## config.mk

```make
export PLATFORM = sky130hd
export DESIGN_NAME = sbus_frame_decoder
export DESIGN_NICKNAME = d
export VERILOG_FILES = /design/src/sv/sfd_pkg.sv /design/src/sv/sfd_ctrl.sv /design/src/sv/sfd_datapath.sv /design/src/sv/sbus_frame_decoder.sv
export SDC_FILE = /design/constraint.sdc
export NUM_CORES = 1
export LEC_CHECK = 0
export ABC_AREA = 0
export BUFFER_PORTS_ARGS = -buffer_cell sky130_fd_sc_hd__buf_2
export CORE_MARGIN = 3
export CORE_UTILIZATION = 50
export DETAILED_ROUTE_END_ITERATION = 8
export PLACE_DENSITY = 0.65
export SLEW_MARGIN = 10
export SYNTH_ARGS = -nofsm -noshare
export SYNTH_HDL_FRONTEND = slang
export SYNTH_HIERARCHICAL = 1
export SYNTH_SLANG_ARGS = --single-unit
```

## constraint.sdc

```tcl
create_clock -name clk -period 9.2 [get_ports clk]
set_input_delay 0.46 -clock clk [delete_from_list [all_inputs] [get_ports clk]]
set_output_delay 0.46 -clock clk [all_outputs]
set_load 0.02 [all_outputs]
```

## src/sv/sfd_pkg.sv

```systemverilog
// sfd_pkg: shared types and constants of the frame decoder
// used by sfd_ctrl, sfd_datapath and sbus_frame_decoder; no dependencies
package sfd_pkg;

    localparam int FRAME_LEN  = 25;
    localparam int COUNT_SAT  = 26;
    localparam int COUNT_W    = 5;
    localparam int NUM_CH     = 16;
    localparam int CH_W       = 4;
    localparam int RAW_W      = 11;
    localparam int MAP_W      = 16;
    localparam int STORE_W    = FRAME_LEN * 8;
    localparam int PROD_W     = MAP_W + RAW_W + 1;
    localparam int FRAC_W     = 12;

    localparam logic [7:0] START_MARK = 8'h0F;

    // flag byte bit positions
    localparam int FLAG_CH17 = 0;
    localparam int FLAG_CH18 = 1;
    localparam int FLAG_LOST = 2;
    localparam int FLAG_FS   = 3;

    localparam logic signed [MAP_W-1:0] GAIN_RESET   = 16'sd4096;
    localparam logic signed [MAP_W-1:0] OFFSET_RESET = 16'sd0;

    typedef enum logic [1:0] {
        ACT_BYTE  = 2'd0,
        ACT_IDLE  = 2'd1,
        ACT_ERROR = 2'd2,
        ACT_RSVD  = 2'd3
    } sfd_action_t;

    typedef enum logic [1:0] {
        REG_MAP_GAIN   = 2'd0,
        REG_MAP_OFFSET = 2'd1
    } sfd_reg_idx_t;

    typedef enum logic [1:0] {
        ST_IDLE,
        ST_MUL,
        ST_MAP,
        ST_SEND
    } sfd_state_t;

    typedef struct packed {
        logic byte_wr;
        logic count_clr;
        logic frame_start;
        logic mul_load;
        logic map_load;
        logic ch_next;
    } sfd_cmd_t;

    typedef struct packed {
        logic frame_full;
        logic ch_last;
    } sfd_status_t;

endpackage

```

## src/sv/sfd_ctrl.sv

```systemverilog
// sfd_ctrl: sequencer of the frame decoder, input handshake and result steps
// depends on sfd_pkg
module sfd_ctrl (
    input  logic                clk,
    input  logic                rst_n,
    input  logic                in_valid,
    input  logic [1:0]          in_action,
    output logic                in_ready,
    output logic                out_valid,
    input  logic                out_ready,
    input  sfd_pkg::sfd_status_t status,
    output sfd_pkg::sfd_cmd_t   cmd
);
    import sfd_pkg::*;

    sfd_state_t state_reg;
    sfd_state_t state_next;
    logic       in_take;

    always_ff @(posedge clk or negedge rst_n)
    begin
        if (!rst_n)
        begin
            state_reg <= ST_IDLE;
        end
        else
        begin
            state_reg <= state_next;
        end
    end

    always_comb
    begin
        state_next = state_reg;
        cmd        = '0;
        in_ready   = 1'b0;
        out_valid  = 1'b0;
        in_take    = 1'b0;
        case (state_reg)
            ST_IDLE:
            begin
                in_ready = 1'b1;
                in_take  = in_valid;
                if (in_take)
                begin
                    case (sfd_action_t'(in_action))
                        ACT_BYTE:
                        begin
                            cmd.byte_wr = 1'b1;
                        end
                        ACT_IDLE:
                        begin
                            cmd.count_clr = 1'b1;
                            if (status.frame_full)
                            begin
                                cmd.frame_start = 1'b1;
                                state_next      = ST_MUL;
                            end
                        end
                        ACT_ERROR:
                        begin
                            cmd.count_clr = 1'b1;
                        end
                        default:
                        begin
                            state_next = ST_IDLE;
                        end
                    endcase
                end
            end
            ST_MUL:
            begin
                cmd.mul_load = 1'b1;
                state_next   = ST_MAP;
            end
            ST_MAP:
            begin
                cmd.map_load = 1'b1;
                state_next   = ST_SEND;
            end
            ST_SEND:
            begin
                out_valid = 1'b1;
                if (out_ready)
                begin
                    cmd.ch_next = 1'b1;
                    state_next  = status.ch_last ? ST_IDLE : ST_MUL;
                end
            end
            default:
            begin
                state_next = ST_IDLE;
            end
        endcase
    end

endmodule

```

## src/sv/sfd_datapath.sv

```systemverilog
// sfd_datapath: frame store, byte count, config registers, unpack and gain mapping
// depends on sfd_pkg; driven by sfd_ctrl commands
module sfd_datapath (
    input  logic                       clk,
    input  logic                       rst_n,
    input  sfd_pkg::sfd_cmd_t          cmd,
    output sfd_pkg::sfd_status_t       status,
    input  logic [7:0]                 rx_byte,
    input  logic                       cfg_we,
    input  logic [1:0]                 cfg_index,
    input  logic [15:0]                cfg_data,
    output logic [sfd_pkg::CH_W-1:0]   channel_index,
    output logic [sfd_pkg::RAW_W-1:0]  raw_value,
    output logic [sfd_pkg::MAP_W-1:0]  mapped_value,
    output logic [3:0]                 flags,
    output logic                       frame_ok,
    output logic                       last
);
    import sfd_pkg::*;

    logic [STORE_W-1:0]       store_reg;
    logic [COUNT_W-1:0]       count_reg;
    logic signed [MAP_W-1:0]  gain_reg;
    logic signed [MAP_W-1:0]  offset_reg;
    logic [3:0]               flags_reg;
    logic                     ok_reg;
    logic [CH_W-1:0]          ch_reg;
    logic [RAW_W-1:0]         raw_reg;
    logic signed [PROD_W-1:0] prod_reg;
    logic [MAP_W-1:0]         mapped_reg;

    logic signed [PROD_W-1:0] prod_next;
    logic signed [MAP_W-1:0]  scaled;
    logic signed [MAP_W:0]    sum;
    logic [MAP_W-1:0]         mapped_next;
    logic [7:0]               flag_byte;
    logic                     ok_next;
    logic [RAW_W-1:0]         raw_cur;

    assign flag_byte = store_reg[23*8 +: 8];
    assign ok_next   = (store_reg[7:0] == START_MARK)
                    && (store_reg[24*8 +: 8] == 8'd0)
                    && !flag_byte[FLAG_LOST] && !flag_byte[FLAG_FS];
    assign raw_cur   = store_reg[8 +: RAW_W];

    assign prod_next = PROD_W'($signed({{(PROD_W-MAP_W){gain_reg[MAP_W-1]}}, gain_reg})
                     * $signed({{(PROD_W-RAW_W){1'b0}}, raw_cur}));
    assign scaled    = prod_reg[FRAC_W +: MAP_W];
    assign sum       = {scaled[MAP_W-1], scaled} + {offset_reg[MAP_W-1], offset_reg};

    always_comb
    begin
        if (sum[MAP_W] != sum[MAP_W-1])
        begin
            mapped_next = sum[MAP_W] ? {1'b1, {(MAP_W-1){1'b0}}} : {1'b0, {(MAP_W-1){1'b1}}};
        end
        else
        begin
            mapped_next = sum[MAP_W-1:0];
        end
    end

    // control state and config
    always_ff @(posedge clk or negedge rst_n)
    begin
        if (!rst_n)
        begin
            count_reg  <= '0;
            ch_reg     <= '0;
            gain_reg   <= GAIN_RESET;
            offset_reg <= OFFSET_RESET;
        end
        else
        begin
            if (cmd.count_clr)
            begin
                count_reg <= '0;
            end
            else if (cmd.byte_wr && (count_reg < COUNT_W'(COUNT_SAT)))
            begin
                count_reg <= count_reg + 1'b1;
            end
            if (cmd.frame_start)
            begin
                ch_reg <= '0;
            end
            else if (cmd.ch_next)
            begin
                ch_reg <= ch_reg + 1'b1;
            end
            if (cfg_we)
            begin
                case (sfd_reg_idx_t'(cfg_index))
                    REG_MAP_GAIN:   gain_reg   <= $signed(cfg_data);
                    REG_MAP_OFFSET: offset_reg <= $signed(cfg_data);
                    default:        gain_reg   <= gain_reg;
                endcase
            end
        end
    end

    // payload
    always_ff @(posedge clk)
    begin
        if (cmd.byte_wr && (count_reg < COUNT_W'(FRAME_LEN)))
        begin
            store_reg <= {rx_byte, store_reg[STORE_W-1:8]};
        end
        else if (cmd.ch_next)
        begin
            store_reg <= store_reg >> RAW_W;
        end
        if (cmd.frame_start)
        begin
            flags_reg <= flag_byte[3:0];
            ok_reg    <= ok_next;
        end
        if (cmd.mul_load)
        begin
            raw_reg  <= raw_cur;
            prod_reg <= prod_next;
        end
        if (cmd.map_load)
        begin
            mapped_reg <= mapped_next;
        end
    end

    assign status.frame_full = (count_reg == COUNT_W'(FRAME_LEN));
    assign status.ch_last    = (ch_reg == CH_W'(NUM_CH - 1));

    assign channel_index = ch_reg;
    assign raw_value     = raw_reg;
    assign mapped_value  = mapped_reg;
    assign flags         = flags_reg;
    assign frame_ok      = ok_reg;
    assign last          = status.ch_last;

endmodule

```

## src/sv/sbus_frame_decoder.sv

```systemverilog
// sbus_frame_decoder: top level, 16-channel serial-bus frame decoder
// depends on sfd_pkg, sfd_ctrl and sfd_datapath
//
// Takes one item per cycle while waiting for a frame: a received byte, a line
// idle or a line error. An idle after exactly 25 bytes decodes the frame and
// sends 16 results, one per channel; each is multiplied, then mapped and
// saturated, then presented and held while m_axis_tready is low; the
// sequencer handles one result at a time, and no input is taken until the last
// result has gone. Config writes are always taken.
module sbus_frame_decoder (
    input  logic        clk,
    input  logic        rst_n,
    input  logic        s_axis_tvalid,
    output logic        s_axis_tready,
    input  logic [7:0]  s_axis_tdata,   // rx_byte
    input  logic [1:0]  s_axis_tuser,   // action
    output logic        m_axis_tvalid,
    input  logic        m_axis_tready,
    // raw_value, mapped_value, digital_ch17, digital_ch18, lost_frame, fail_safe, frame_ok
    output logic [31:0] m_axis_tdata,
    output logic [3:0]  m_axis_tuser,   // channel_index
    output logic        m_axis_tlast,
    input  logic        cfg_valid,
    output logic        cfg_ready,
    input  logic [1:0]  cfg_index,
    input  logic [15:0] cfg_data
);
    import sfd_pkg::*;

    sfd_cmd_t           cmd;
    sfd_status_t        status;
    logic [CH_W-1:0]    channel_index;
    logic [RAW_W-1:0]   raw_value;
    logic [MAP_W-1:0]   mapped_value;
    logic [3:0]         flags;
    logic               frame_ok;
    logic               last;

    assign cfg_ready = 1'b1;

    sfd_ctrl u_ctrl (
        .clk       (clk),
        .rst_n     (rst_n),
        .in_valid  (s_axis_tvalid),
        .in_action (s_axis_tuser),
        .in_ready  (s_axis_tready),
        .out_valid (m_axis_tvalid),
        .out_ready (m_axis_tready),
        .status    (status),
        .cmd       (cmd)
    );

    sfd_datapath u_datapath (
        .clk           (clk),
        .rst_n         (rst_n),
        .cmd           (cmd),
        .status        (status),
        .rx_byte       (s_axis_tdata),
        .cfg_we        (cfg_valid & cfg_ready),
        .cfg_index     (cfg_index),
        .cfg_data      (cfg_data),
        .channel_index (channel_index),
        .raw_value     (raw_value),
        .mapped_value  (mapped_value),
        .flags         (flags),
        .frame_ok      (frame_ok),
        .last          (last)
    );

    assign m_axis_tdata = {frame_ok, flags[FLAG_FS], flags[FLAG_LOST],
                           flags[FLAG_CH18], flags[FLAG_CH17], mapped_value, raw_value};
    assign m_axis_tuser = channel_index;
    assign m_axis_tlast = last;

endmodule
```

==> impl_metrics.env, run 1 <==
export IMPL_maxSlewViolCount=0
export IMPL_rows=71
export IMPL_yosysSeqAreaShare=0.4444
export IMPL_ant_nets=0
export IMPL_grt_max_degree=201
export IMPL_required_ps=9490
export IMPL_cts_hold_buffers_added=0
export IMPL_min_delay_path_class="in -> async"
export IMPL_worstMarginPinSlew_ps=1063
export IMPL_clockBufferDepth=3
export IMPL_synth_fp_nets=2162
export IMPL_numClockSinks=291
export IMPL_fmax_mhz=174.2
export IMPL_drt_iter0_drc=828
export IMPL_clockRootBuffer="clkbuf_16"
export IMPL_ys_top_cells_by_area="edfxtp_1 (39%), fa_1 (17%), nand2_1 (14%), ha_1 (5.6%), dfrtp_1 (5.5%)"
export IMPL_yosys_area_top_type_share=0.3882
export IMPL_grt_pass1_vias=12871
export IMPL_core_mm2=0.03776
export IMPL_synth_area_per_cell_um2=10.19
export IMPL_worstPathMaxFanout=19
export IMPL_synth_area_leader_cell="edfxtp_1"
export IMPL_cts_tree="built"
export IMPL_clk_pin_slew_ps=60
export IMPL_viasPerCell=5.125
export IMPL_fin_crit_ps=5742
export IMPL_grt_antenna_before_repair=0
export IMPL_netlist_instances=1882
export IMPL_cp_end_kind="flip-flop"
export IMPL_grt_pass1_wl_mm=64.05
export IMPL_ctsHtreeMaxLevel=2
export IMPL_critPathMostFrequentCell="fa_1"
export IMPL_grt_usage=0.1928
export IMPL_synth_ff_type="edfxtp_1"
export IMPL_port_buffers=71
export IMPL_start_util=0.5081
export IMPL_synth_edf_count=248
export IMPL_ctsResizeCount=0
export IMPL_die_area_mm2=0.04075
export IMPL_outcome="finished, final reports clean"
export IMPL_num_io_pins=73
export IMPL_drc=0
export IMPL_rsz0062_at_grt="false"
export IMPL_largest_reg_flops=200
export IMPL_grt_ovfl_total=0
export IMPL_holdWs_ps=115.0
export IMPL_timing_final_crit_share=0.6241
export IMPL_synth_cell_types=79
export IMPL_maxSlewHeadroom=0.2915
export IMPL_dpl_hpwl_mm=26.96
export IMPL_routed_wl_mm=38.71
export IMPL_wl_per_cell_um=15.85
export IMPL_cts_buffers=34
export IMPL_vias=12516
export IMPL_start_kind="flip-flop"
export IMPL_hold_viol=0
export IMPL_firstDrtPassIters=5
export IMPL_path_class="reg -> reg"
export IMPL_synth_ff_latch_count=291
export IMPL_yosysWarnings=6
export IMPL_cp_cell_sequence="nand2_1 -> fa_1 -> inv_1 -> fa_1 -> fa_1 -> fa_1 -> inv_1 -> fa_1 -> inv_1 -> ha_1 -> a211o_1 -> a21oi_1 -> o21ai_1 -> a22oi_4 -> o21bai_2 -> a211oi_1 -> nor2_1"
export IMPL_diodes=0
export IMPL_die_w_um=201.9
export IMPL_slowest_stage="edfxtp_1"
export IMPL_fp_dieH_um=201.9
export IMPL_place_gp_congestion=0.8600
export IMPL_critPathArrivalTime_ps=6030
export IMPL_setup_viol=0
export IMPL_insertion_delay_ps=550
export IMPL_drive_gt1_frac=0.1056
export IMPL_timing_setup_tns_ps=0
export IMPL_skew_ps=26.95
export IMPL_async_reset_ff_frac=0.1478
export IMPL_drv_cap=0
export IMPL_layout_nets=2186
export IMPL_post_cts_setup_buffer_count=0
export IMPL_slowest_delay_ps=830
export IMPL_synth_area_mm2=0.01918
export IMPL_synthToLayoutAreaGrowth_pct=10.01
## critical path, delay by kind of cell (launching register included)
family          cells  cell delay, ps
flops               1             830
compound gates      6            1420
simple gates        2             240
buf+inv             3             140
fa+ha+maj           6            2860
## cells by family after synthesis
group	after synthesis	synth area share
other cells	1	0.0001955
fa+ha+maj	250	0.2257
flops	291	0.4444
xor+xnor	38	0.01735
mux	35	0.02048
simple gates	840	0.1820
compound gates	116	0.04631
buf+inv	311	0.06359
## layer usage
metal  track usage  share of wire  vias to the layer above
li1              -              -                     6013
met1        0.2466           0.42                     6233
met2        0.3421           0.52                      204
met3       0.02577          0.032                       66
met4       0.06105          0.024                        0
met5             0              0                        -
## final timing paths
| kind | start | end | slack (ps) | cells after the start |
|---|---|---|---|---|
| max | u_datapath/store_reg[14] | u_datapath/prod_reg[21] | 3460 | 17 |
| min | rst_n | u_datapath/count_reg[2] | 120 | 1 |
| max reg2reg | u_datapath/store_reg[14] | u_datapath/prod_reg[21] | 3460 | 17 |
| min reg2reg | u_datapath/offset_reg[14] | u_datapath/offset_reg[14] | 520 | 1 |
| max in group asynchronous | rst_n | u_datapath/gain_reg[4] | 8420 | 1 |
| min in group clk | cfg_data[14] | u_datapath/offset_reg[14] | 170 | 2 |
## layout make-up
cell class	instances	area [µm²]
inverters	223	837.1
clock buffers	39	910.9
multi-input cells	1280	9477
clock inverters	22	310.3
fillers	3234	16650
well taps	511	639.4
flip-flops and latches	291	8524
repair buffers	76	405.4
## synthesized netlist by cell type (all sizes together), types with 2 or more instances
cell type	count
dfrtp	42
ha	86
o21a	9
nor3b	2
xor2	15
nor3	4
nand3	4
a41oi	2
inv	223
nor4	5
buf	22
a31o	2
and2	62
nor2b	3
nand2	706
xnor2	23
a21oi	37
a21o	11
clkbuf	66
nand4b	3
o211ai	5
edfxtp	248
o21ai	24
o21bai	2
nand3b	2
and3	7
o211a	2
fa	161
nand2b	4
and4	3
a31oi	5
maj3	3
a211oi	7
mux2	34
nand4	5
nor2	25
## cell usage in the layout, fill, tap and decap left out, types with 3 or more instances in the layout
cell type / Yosys / layout
o21ai_1: 5 / 5
ha_1: 86 / 86
clkinv_2: 0 / 5
and2_1: 62 / 62
nand3_1: 4 / 4
a211oi_1: 5 / 5
o21a_1: 9 / 9
a21o_1: 10 / 10
bufinv_16: 0 / 6
xor2_1: 15 / 15
nor2_1: 24 / 24
nand4_1: 5 / 5
a31oi_1: 4 / 3
a21oi_2: 4 / 4
nand4b_1: 3 / 3
buf_2: 15 / 71
buf_4: 3 / 4
xnor2_1: 23 / 23
nor4_1: 5 / 5
o21ai_2: 6 / 6
nand2_1: 705 / 705
nand2b_1: 4 / 3
edfxtp_1: 248 / 248
a21oi_1: 31 / 31
inv_1: 223 / 223
clkbuf_16: 0 / 35
o21ai_0: 12 / 12
o211ai_2: 4 / 4
and3_1: 4 / 4
dfrtp_1: 42 / 42
mux2_2: 32 / 32
nor3_1: 4 / 4
clkinv_1: 0 / 3
fa_1: 161 / 161
## stage by stage
| step | setup WS [ps] | instance area [µm²] | std cells | utilization |
|---|---|---|---|---|
| after CTS | 3457 | 21100 | 2442 | 0.5590 |
| after global placement | 3594 | 19880 | 2381 | 0.5266 |
| after floorplan | 2295 | 19180 | 1882 | - |
| after global routing | 3098 | 21100 | 2442 | 0.5590 |
| after detailed placement | 3446 | 19880 | 2381 | 0.5266 |
| final | 3458 | 21100 | 2442 | 0.5590 |
Power of run 1 is left out: the tool's default activity adds up to more than one toggle a clock period on the data nets, which glitch-free logic cannot reach.
==> inputs of run 2 (changes only) <==
- clock period: 9.2 -> 5.4 ns (I/O delays scaled with it)
==> run 2 against run 1 <==
Against the previous run: wire length rose by 2.6%; hold slack got worse by 85 ps; clock-buffer cell count unchanged; critical path type unchanged.
==> impl_metrics.env, run 2 (synthesis results as in run 1) <==
export IMPL_required_ps=5670
export IMPL_dpl_hpwl_mm=28.26
export IMPL_ant_nets=0
export IMPL_layout_nets=2248
export IMPL_fp_dieH_um=201.9
export IMPL_drive_gt1_frac=0.1326
export IMPL_holdWs_ps=30.04
export IMPL_setup_viol=0
export IMPL_skew_ps=25.60
export IMPL_timing_final_crit_share=0.9707
export IMPL_rsz0062_at_grt="false"
export IMPL_grt_ovfl_total=0
export IMPL_largest_reg_flops=200
export IMPL_ctsHtreeMaxLevel=2
export IMPL_insertion_delay_ps=540
export IMPL_core_mm2=0.03776
export IMPL_grt_pass1_vias=13034
export IMPL_critPathArrivalTime_ps=5510
export IMPL_clockBufferDepth=3
export IMPL_drc=0
export IMPL_num_io_pins=73
export IMPL_grt_max_degree=201
export IMPL_synthToLayoutAreaGrowth_pct=12.86
export IMPL_clockRootBuffer="clkbuf_16"
export IMPL_mostFrequentLayoutCells="nand2_1 (703), edfxtp_1 (248), inv_1 (223)"
export IMPL_vias=12685
export IMPL_diodes=0
export IMPL_placed_area_mm2=0.02020
export IMPL_die_w_um=201.9
export IMPL_clk_pin_slew_ps=60
export IMPL_r2r_cells=17
export IMPL_cp_end_kind="flip-flop"
export IMPL_port_buffers=71
export IMPL_start_kind="flip-flop"
export IMPL_cts_tree="built"
export IMPL_hold_viol=0
export IMPL_maxSlewHeadroom=0.2067
export IMPL_path_class="reg -> reg"
export IMPL_drt_iter0_drc=726
export IMPL_start_util=0.5081
export IMPL_rows=71
export IMPL_worstHoldStart="cfg_data[14]"
export IMPL_min_delay_path_class="in -> reg"
export IMPL_worstPathMaxFanout=7
export IMPL_grt_usage=0.1984
export IMPL_fin_crit_ps=5242
export IMPL_firstDrtPassIters=6
export IMPL_grt_antenna_before_repair=0
export IMPL_die_area_mm2=0.04075
export IMPL_routed_wl_mm=39.72
export IMPL_final_area_mm2=0.02165
export IMPL_reg2reg_setup_slack_ps=160
export IMPL_fmax_mhz=190.8
export IMPL_regToRegEndpoint="u_datapath/prod_reg[24]"
export IMPL_wl_per_cell_um=15.87
export IMPL_maxSlewViolCount=0
export IMPL_r2r_start="u_datapath/store_reg[13]"
export IMPL_hold_end="u_datapath/gain_reg[14]"
export IMPL_viasPerCell=5.070
export IMPL_n_fill_cell=3188
export IMPL_holdPathStages=2
export IMPL_place_gp_congestion=0.8713
export IMPL_cts_buffers=35
export IMPL_worstMarginPinSlew_ps=1190
export IMPL_final_common_cell="nand2_1"
export IMPL_grt_pass1_wl_mm=65.38
export IMPL_outcome="finished, final reports clean"
export IMPL_numClockSinks=291
export IMPL_drv_cap=0
## run 2: timing repair
item	CTS	global route
setup endpoints to repair	6	11
hold endpoints to repair	52	0
hold buffers	9	0
setup buffers	4	7
pin swaps	0	12
gates resized for setup	2	20
## run 2: per-layer routing
layer	vias to the layer above	routed length, µm	track usage
li1	6139	-	-
met1	6257	16600	0.2552
met2	215	20720	0.3480
met3	74	1262	0.02722
met4	0	1127	0.06678
met5	-	0	0
## run 2: worst max-delay path by stage
stage                                    endpoint  slack, ps                      from
after floorplan           u_datapath/prod_reg[24]          4  u_datapath/store_reg[11]
after global placement    u_datapath/prod_reg[24]         -2  u_datapath/store_reg[14]
after detailed placement  u_datapath/prod_reg[21]       -140  u_datapath/store_reg[14]
after CTS                 u_datapath/prod_reg[21]          8  u_datapath/store_reg[14]
after global routing      u_datapath/prod_reg[24]          1  u_datapath/store_reg[13]
final                     u_datapath/prod_reg[24]        160  u_datapath/store_reg[13]
## run 2: metrics by stage
step	instances	util	setup WS (ps)	setup TNS, ps
floorplan	1882	-	3.620	0
global route	2502	0.5735	1.028	0
CTS	2495	0.5703	7.923	0
finish	2502	0.5735	158.1	0
global placement	2422	0.5351	-1.964	-1.964
detailed placement	2422	0.5351	-143.7	-489.1
## run 2: final cells by class
| cell class | count | area, µm² | area share |
|---|---|---|---|
| Multi-Input combinational cell | 1280 | 9532 | 0.4402 |
| Sequential cell | 291 | 8531 | 0.3940 |
| Timing Repair Buffer | 137 | 907.1 | 0.04190 |
| Clock buffer | 39 | 890.9 | 0.04115 |
| Inverter | 223 | 837.1 | 0.03866 |
| Tap cell | 511 | 639.4 | 0.02953 |
| Clock inverter | 21 | 314.1 | 0.01451 |
## run 2: worst max-delay path, stage by stage, from the launching register on
cell,delay (ps)
edfxtp_1,540
nand2_2,90
fa_1,530
fa_1,450
fa_1,550
inv_1,50
fa_1,470
inv_1,40
fa_1,470
inv_1,40
ha_1,280
and3_4,190
a221oi_4,370
o21ai_2,130
a22oi_4,320
a21o_1,170
a41oi_2,110
xor2_1,160
Power of run 2 is left out for the same reason.
==> inputs of run 3 (changes only) <==
- ABC_AREA: 0 -> 1
==> run 3 against run 2 <==
Against the previous run: hold slack got worse by 4.9 ps; flip-flop and latch count unchanged; clock-buffer cell count decreased by 7; via count increased by 9.4%; setup slack improved by 170 ps; clock skew decreased by 2.7 ps; sequential share of layout area decreased by 0.54 points; maximum frequency increased by 3.4%; register-to-register slack improved by 170 ps; largest cell class unchanged; highest routed layer is now met5.
==> impl_metrics.env, run 3 <==
export IMPL_synth_ff_latch_count=291
export IMPL_synth_fp_nets=2457
export IMPL_rows=72
export IMPL_die_area_mm2=0.04197
export IMPL_ys_top_cells_by_area="edfxtp_1 (38%), fa_1 (16%), nand2_1 (9.6%), inv_1 (8.8%), ha_1 (5.4%)"
export IMPL_wl_per_cell_um=15.02
export IMPL_start_util=0.5092
export IMPL_clockRootBuffer="clkbuf_16"
export IMPL_ant_nets=0
export IMPL_grt_usage=0.2079
export IMPL_layout_nets=2532
export IMPL_drc=0
export IMPL_clk_pin_slew_ps=70
export IMPL_worstPathMaxFanout=12
export IMPL_slowest_delay_ps=680
export IMPL_hold_viol=0
export IMPL_outcome="finished, final reports clean"
export IMPL_critPathMostFrequentCell="nand2_1"
export IMPL_routed_wl_mm=41.98
export IMPL_worstMarginPinSlew_ps=1145
export IMPL_mostFrequentLayoutCells="nand2_1 (504), inv_1 (465), edfxtp_1 (248)"
export IMPL_critPathArrivalTime_ps=5420
export IMPL_drv_cap=0
export IMPL_firstDrtPassIters=6
export IMPL_grt_pass1_vias=14429
export IMPL_maxSlewHeadroom=0.2346
export IMPL_numClockSinks=291
export IMPL_insertion_delay_ps=590
export IMPL_final_area_mm2=0.02195
export IMPL_grt_pass1_wl_mm=70.46
export IMPL_synth_area_mm2=0.01977
export IMPL_cp_end_kind="flip-flop"
export IMPL_dpl_hpwl_mm=31.31
export IMPL_viasPerCell=4.964
export IMPL_seq_area_mm2=0.008529
export IMPL_core_mm2=0.03883
export IMPL_cp_cell_sequence="nand2_1 -> fa_1 -> inv_1 -> fa_1 -> fa_1 -> fa_1 -> inv_1 -> fa_1 -> inv_1 -> ha_1 -> nand2_1 -> nor4_1 -> buf_4 -> nand2_1 -> nand2_1 -> nand2_1 -> nand3_1 -> nand2_1"
export IMPL_grt_antenna_before_repair=1
export IMPL_cts_tree="built"
export IMPL_multiInputGateArea_mm2=0.009101
export IMPL_diodes=0
export IMPL_ctsHtreeMaxLevel=1
export IMPL_skew_ps=22.88
export IMPL_final_common_cell="nand2_1"
export IMPL_timing_final_crit_share=0.9390
export IMPL_synth_area_leader_cell="edfxtp_1"
export IMPL_synth_area_per_cell_um2=9.082
export IMPL_required_ps=5750
export IMPL_synth_ff_type="edfxtp_1"
export IMPL_grt_max_degree=270
export IMPL_fp_dieH_um=204.9
export IMPL_async_reset_ff_frac=0.1478
export IMPL_drt_iter0_drc=849
export IMPL_port_buffers=71
export IMPL_synth_edf_count=248
export IMPL_yosysWarnings=6
export IMPL_path_class="reg -> reg"
export IMPL_start_kind="flip-flop"
export IMPL_die_w_um=204.9
export IMPL_grt_ovfl_total=0
export IMPL_drive_gt1_frac=0.09267
export IMPL_post_route_util=0.5653
export IMPL_yosysMostFrequentCell="nand2_1"
export IMPL_ys_top_cells_by_count="nand2_1 (505), inv_1 (465), edfxtp_1 (248)"
export IMPL_synthToLayoutAreaGrowth_pct=11.01
export IMPL_min_delay_path_class="in -> reg"
export IMPL_place_gp_congestion=0.9052
export IMPL_yosys_area_top_type_share=0.3767
export IMPL_rsz0062_at_grt="false"
export IMPL_cts_buffers=31
export IMPL_netlist_instances=2177
export IMPL_vias=13874
export IMPL_num_io_pins=73
export IMPL_placed_area_mm2=0.02066
export IMPL_largest_reg_flops=200
export IMPL_fmax_mhz=197.2
export IMPL_maxSlewViolCount=0
export IMPL_n_fill_cell=3497
export IMPL_yosysSeqAreaShare=0.4311
export IMPL_fin_crit_ps=5071
export IMPL_slowest_stage="dfstp_2"
export IMPL_clockBufferDepth=3
export IMPL_synth_cell_types=40
export IMPL_timing_setup_tns_ps=0
export IMPL_setup_viol=0
## run 3: cell count changes in the layout (fill, tap and decap cells not counted), moves of 10 or more
cell,change
inv_1,+242
nand2_1,-199
nor2_1,+136
o21ai_0,+131
a21oi_1,+107
and2_1,-56
nand3_1,+39
mux2_2,-32
nand2_2,+20
xnor2_1,-18
buf_4,-11
a21o_1,-10
dlygate4sd3_1,+10
## run 3: cells by family (layout without fill, tap and decap cells)
logic type | after synthesis | in the layout | synth area share
simple gates | 770 | 770 | 0.1583
buf+inv | 561 | 661 | 0.1105
flops | 291 | 291 | 0.4311
compound gates | 288 | 288 | 0.07404
fa+ha+maj | 247 | 247 | 0.2174
xor+xnor | 19 | 19 | 0.008417
other cells | 1 | 1 | 0.0001897
## run 3: worst paths after layout
kind	depth (start not counted)	to	slack (ps)	start
max reg2reg	18	u_datapath/prod_reg[20]	330	u_datapath/gain_reg[12]
max in group asynchronous	2	u_datapath/gain_reg[5]	4630	rst_n
min in group asynchronous	2	u_datapath/offset_reg[15]	260	rst_n
min reg2reg	0	u_datapath/flags[2]	490	u_datapath/store_reg[186]
max	18	u_datapath/prod_reg[20]	330	u_datapath/gain_reg[12]
min	3	u_datapath/offset_reg[7]	30	cfg_data[7]
## run 3: layout make-up
cell class | instances | area share
clock buffer | 32 | 0.03551
clock inverter | 26 | 0.008608
inverter | 469 | 0.08021
multi-input combinational | 1325 | 0.4147
sequential | 291 | 0.3886
tap | 518 | 0.02953
timing repair buffer | 134 | 0.04287
## run 3: worst max-delay path: cells and delay by family (launching register included)
kind,cells,cell delay (ps)
buffers and inverters,4,320
flip-flops,1,680
AND/OR/NAND/NOR,8,980
adder cells (fa/ha/maj),6,2850
## run 3: what timing repair did
item                                   in CTS  in global routing
setup buffers                               0                 10
gates resized for setup                     0                  7
endpoints found under the hold margin      66                  0
setup endpoints to repair                   0                 10
hold buffers                               19                  0
## run 3: per-layer routing
layer | share of wire | vias up | wire (µm) | track usage
li1 | - | 6874 | - | -
met3 | 0.040 | 86 | 1670 | 0.03130
met2 | 0.50 | 229 | 20950 | 0.3705
met1 | 0.43 | 6683 | 17860 | 0.2606
met4 | 0.035 | 2 | 1477 | 0.06737
met5 | 0.00031 | - | 13 | 0
## run 3: per-stage QoR
| step | hold slack (ps) | instances | worst slack (ps) |
|---|---|---|---|
| after floorplan | -25.59 | 2177 | 465.1 |
| after global placement | 467.3 | 2708 | 137.3 |
| after detailed placement | 464.6 | 2708 | 46.71 |
| after CTS | 0.9224 | 2785 | 34.65 |
| after global routing | 38.70 | 2795 | 72.79 |
| final | 25.11 | 2795 | 329.2 |
Power of run 3 is left out for the same reason.
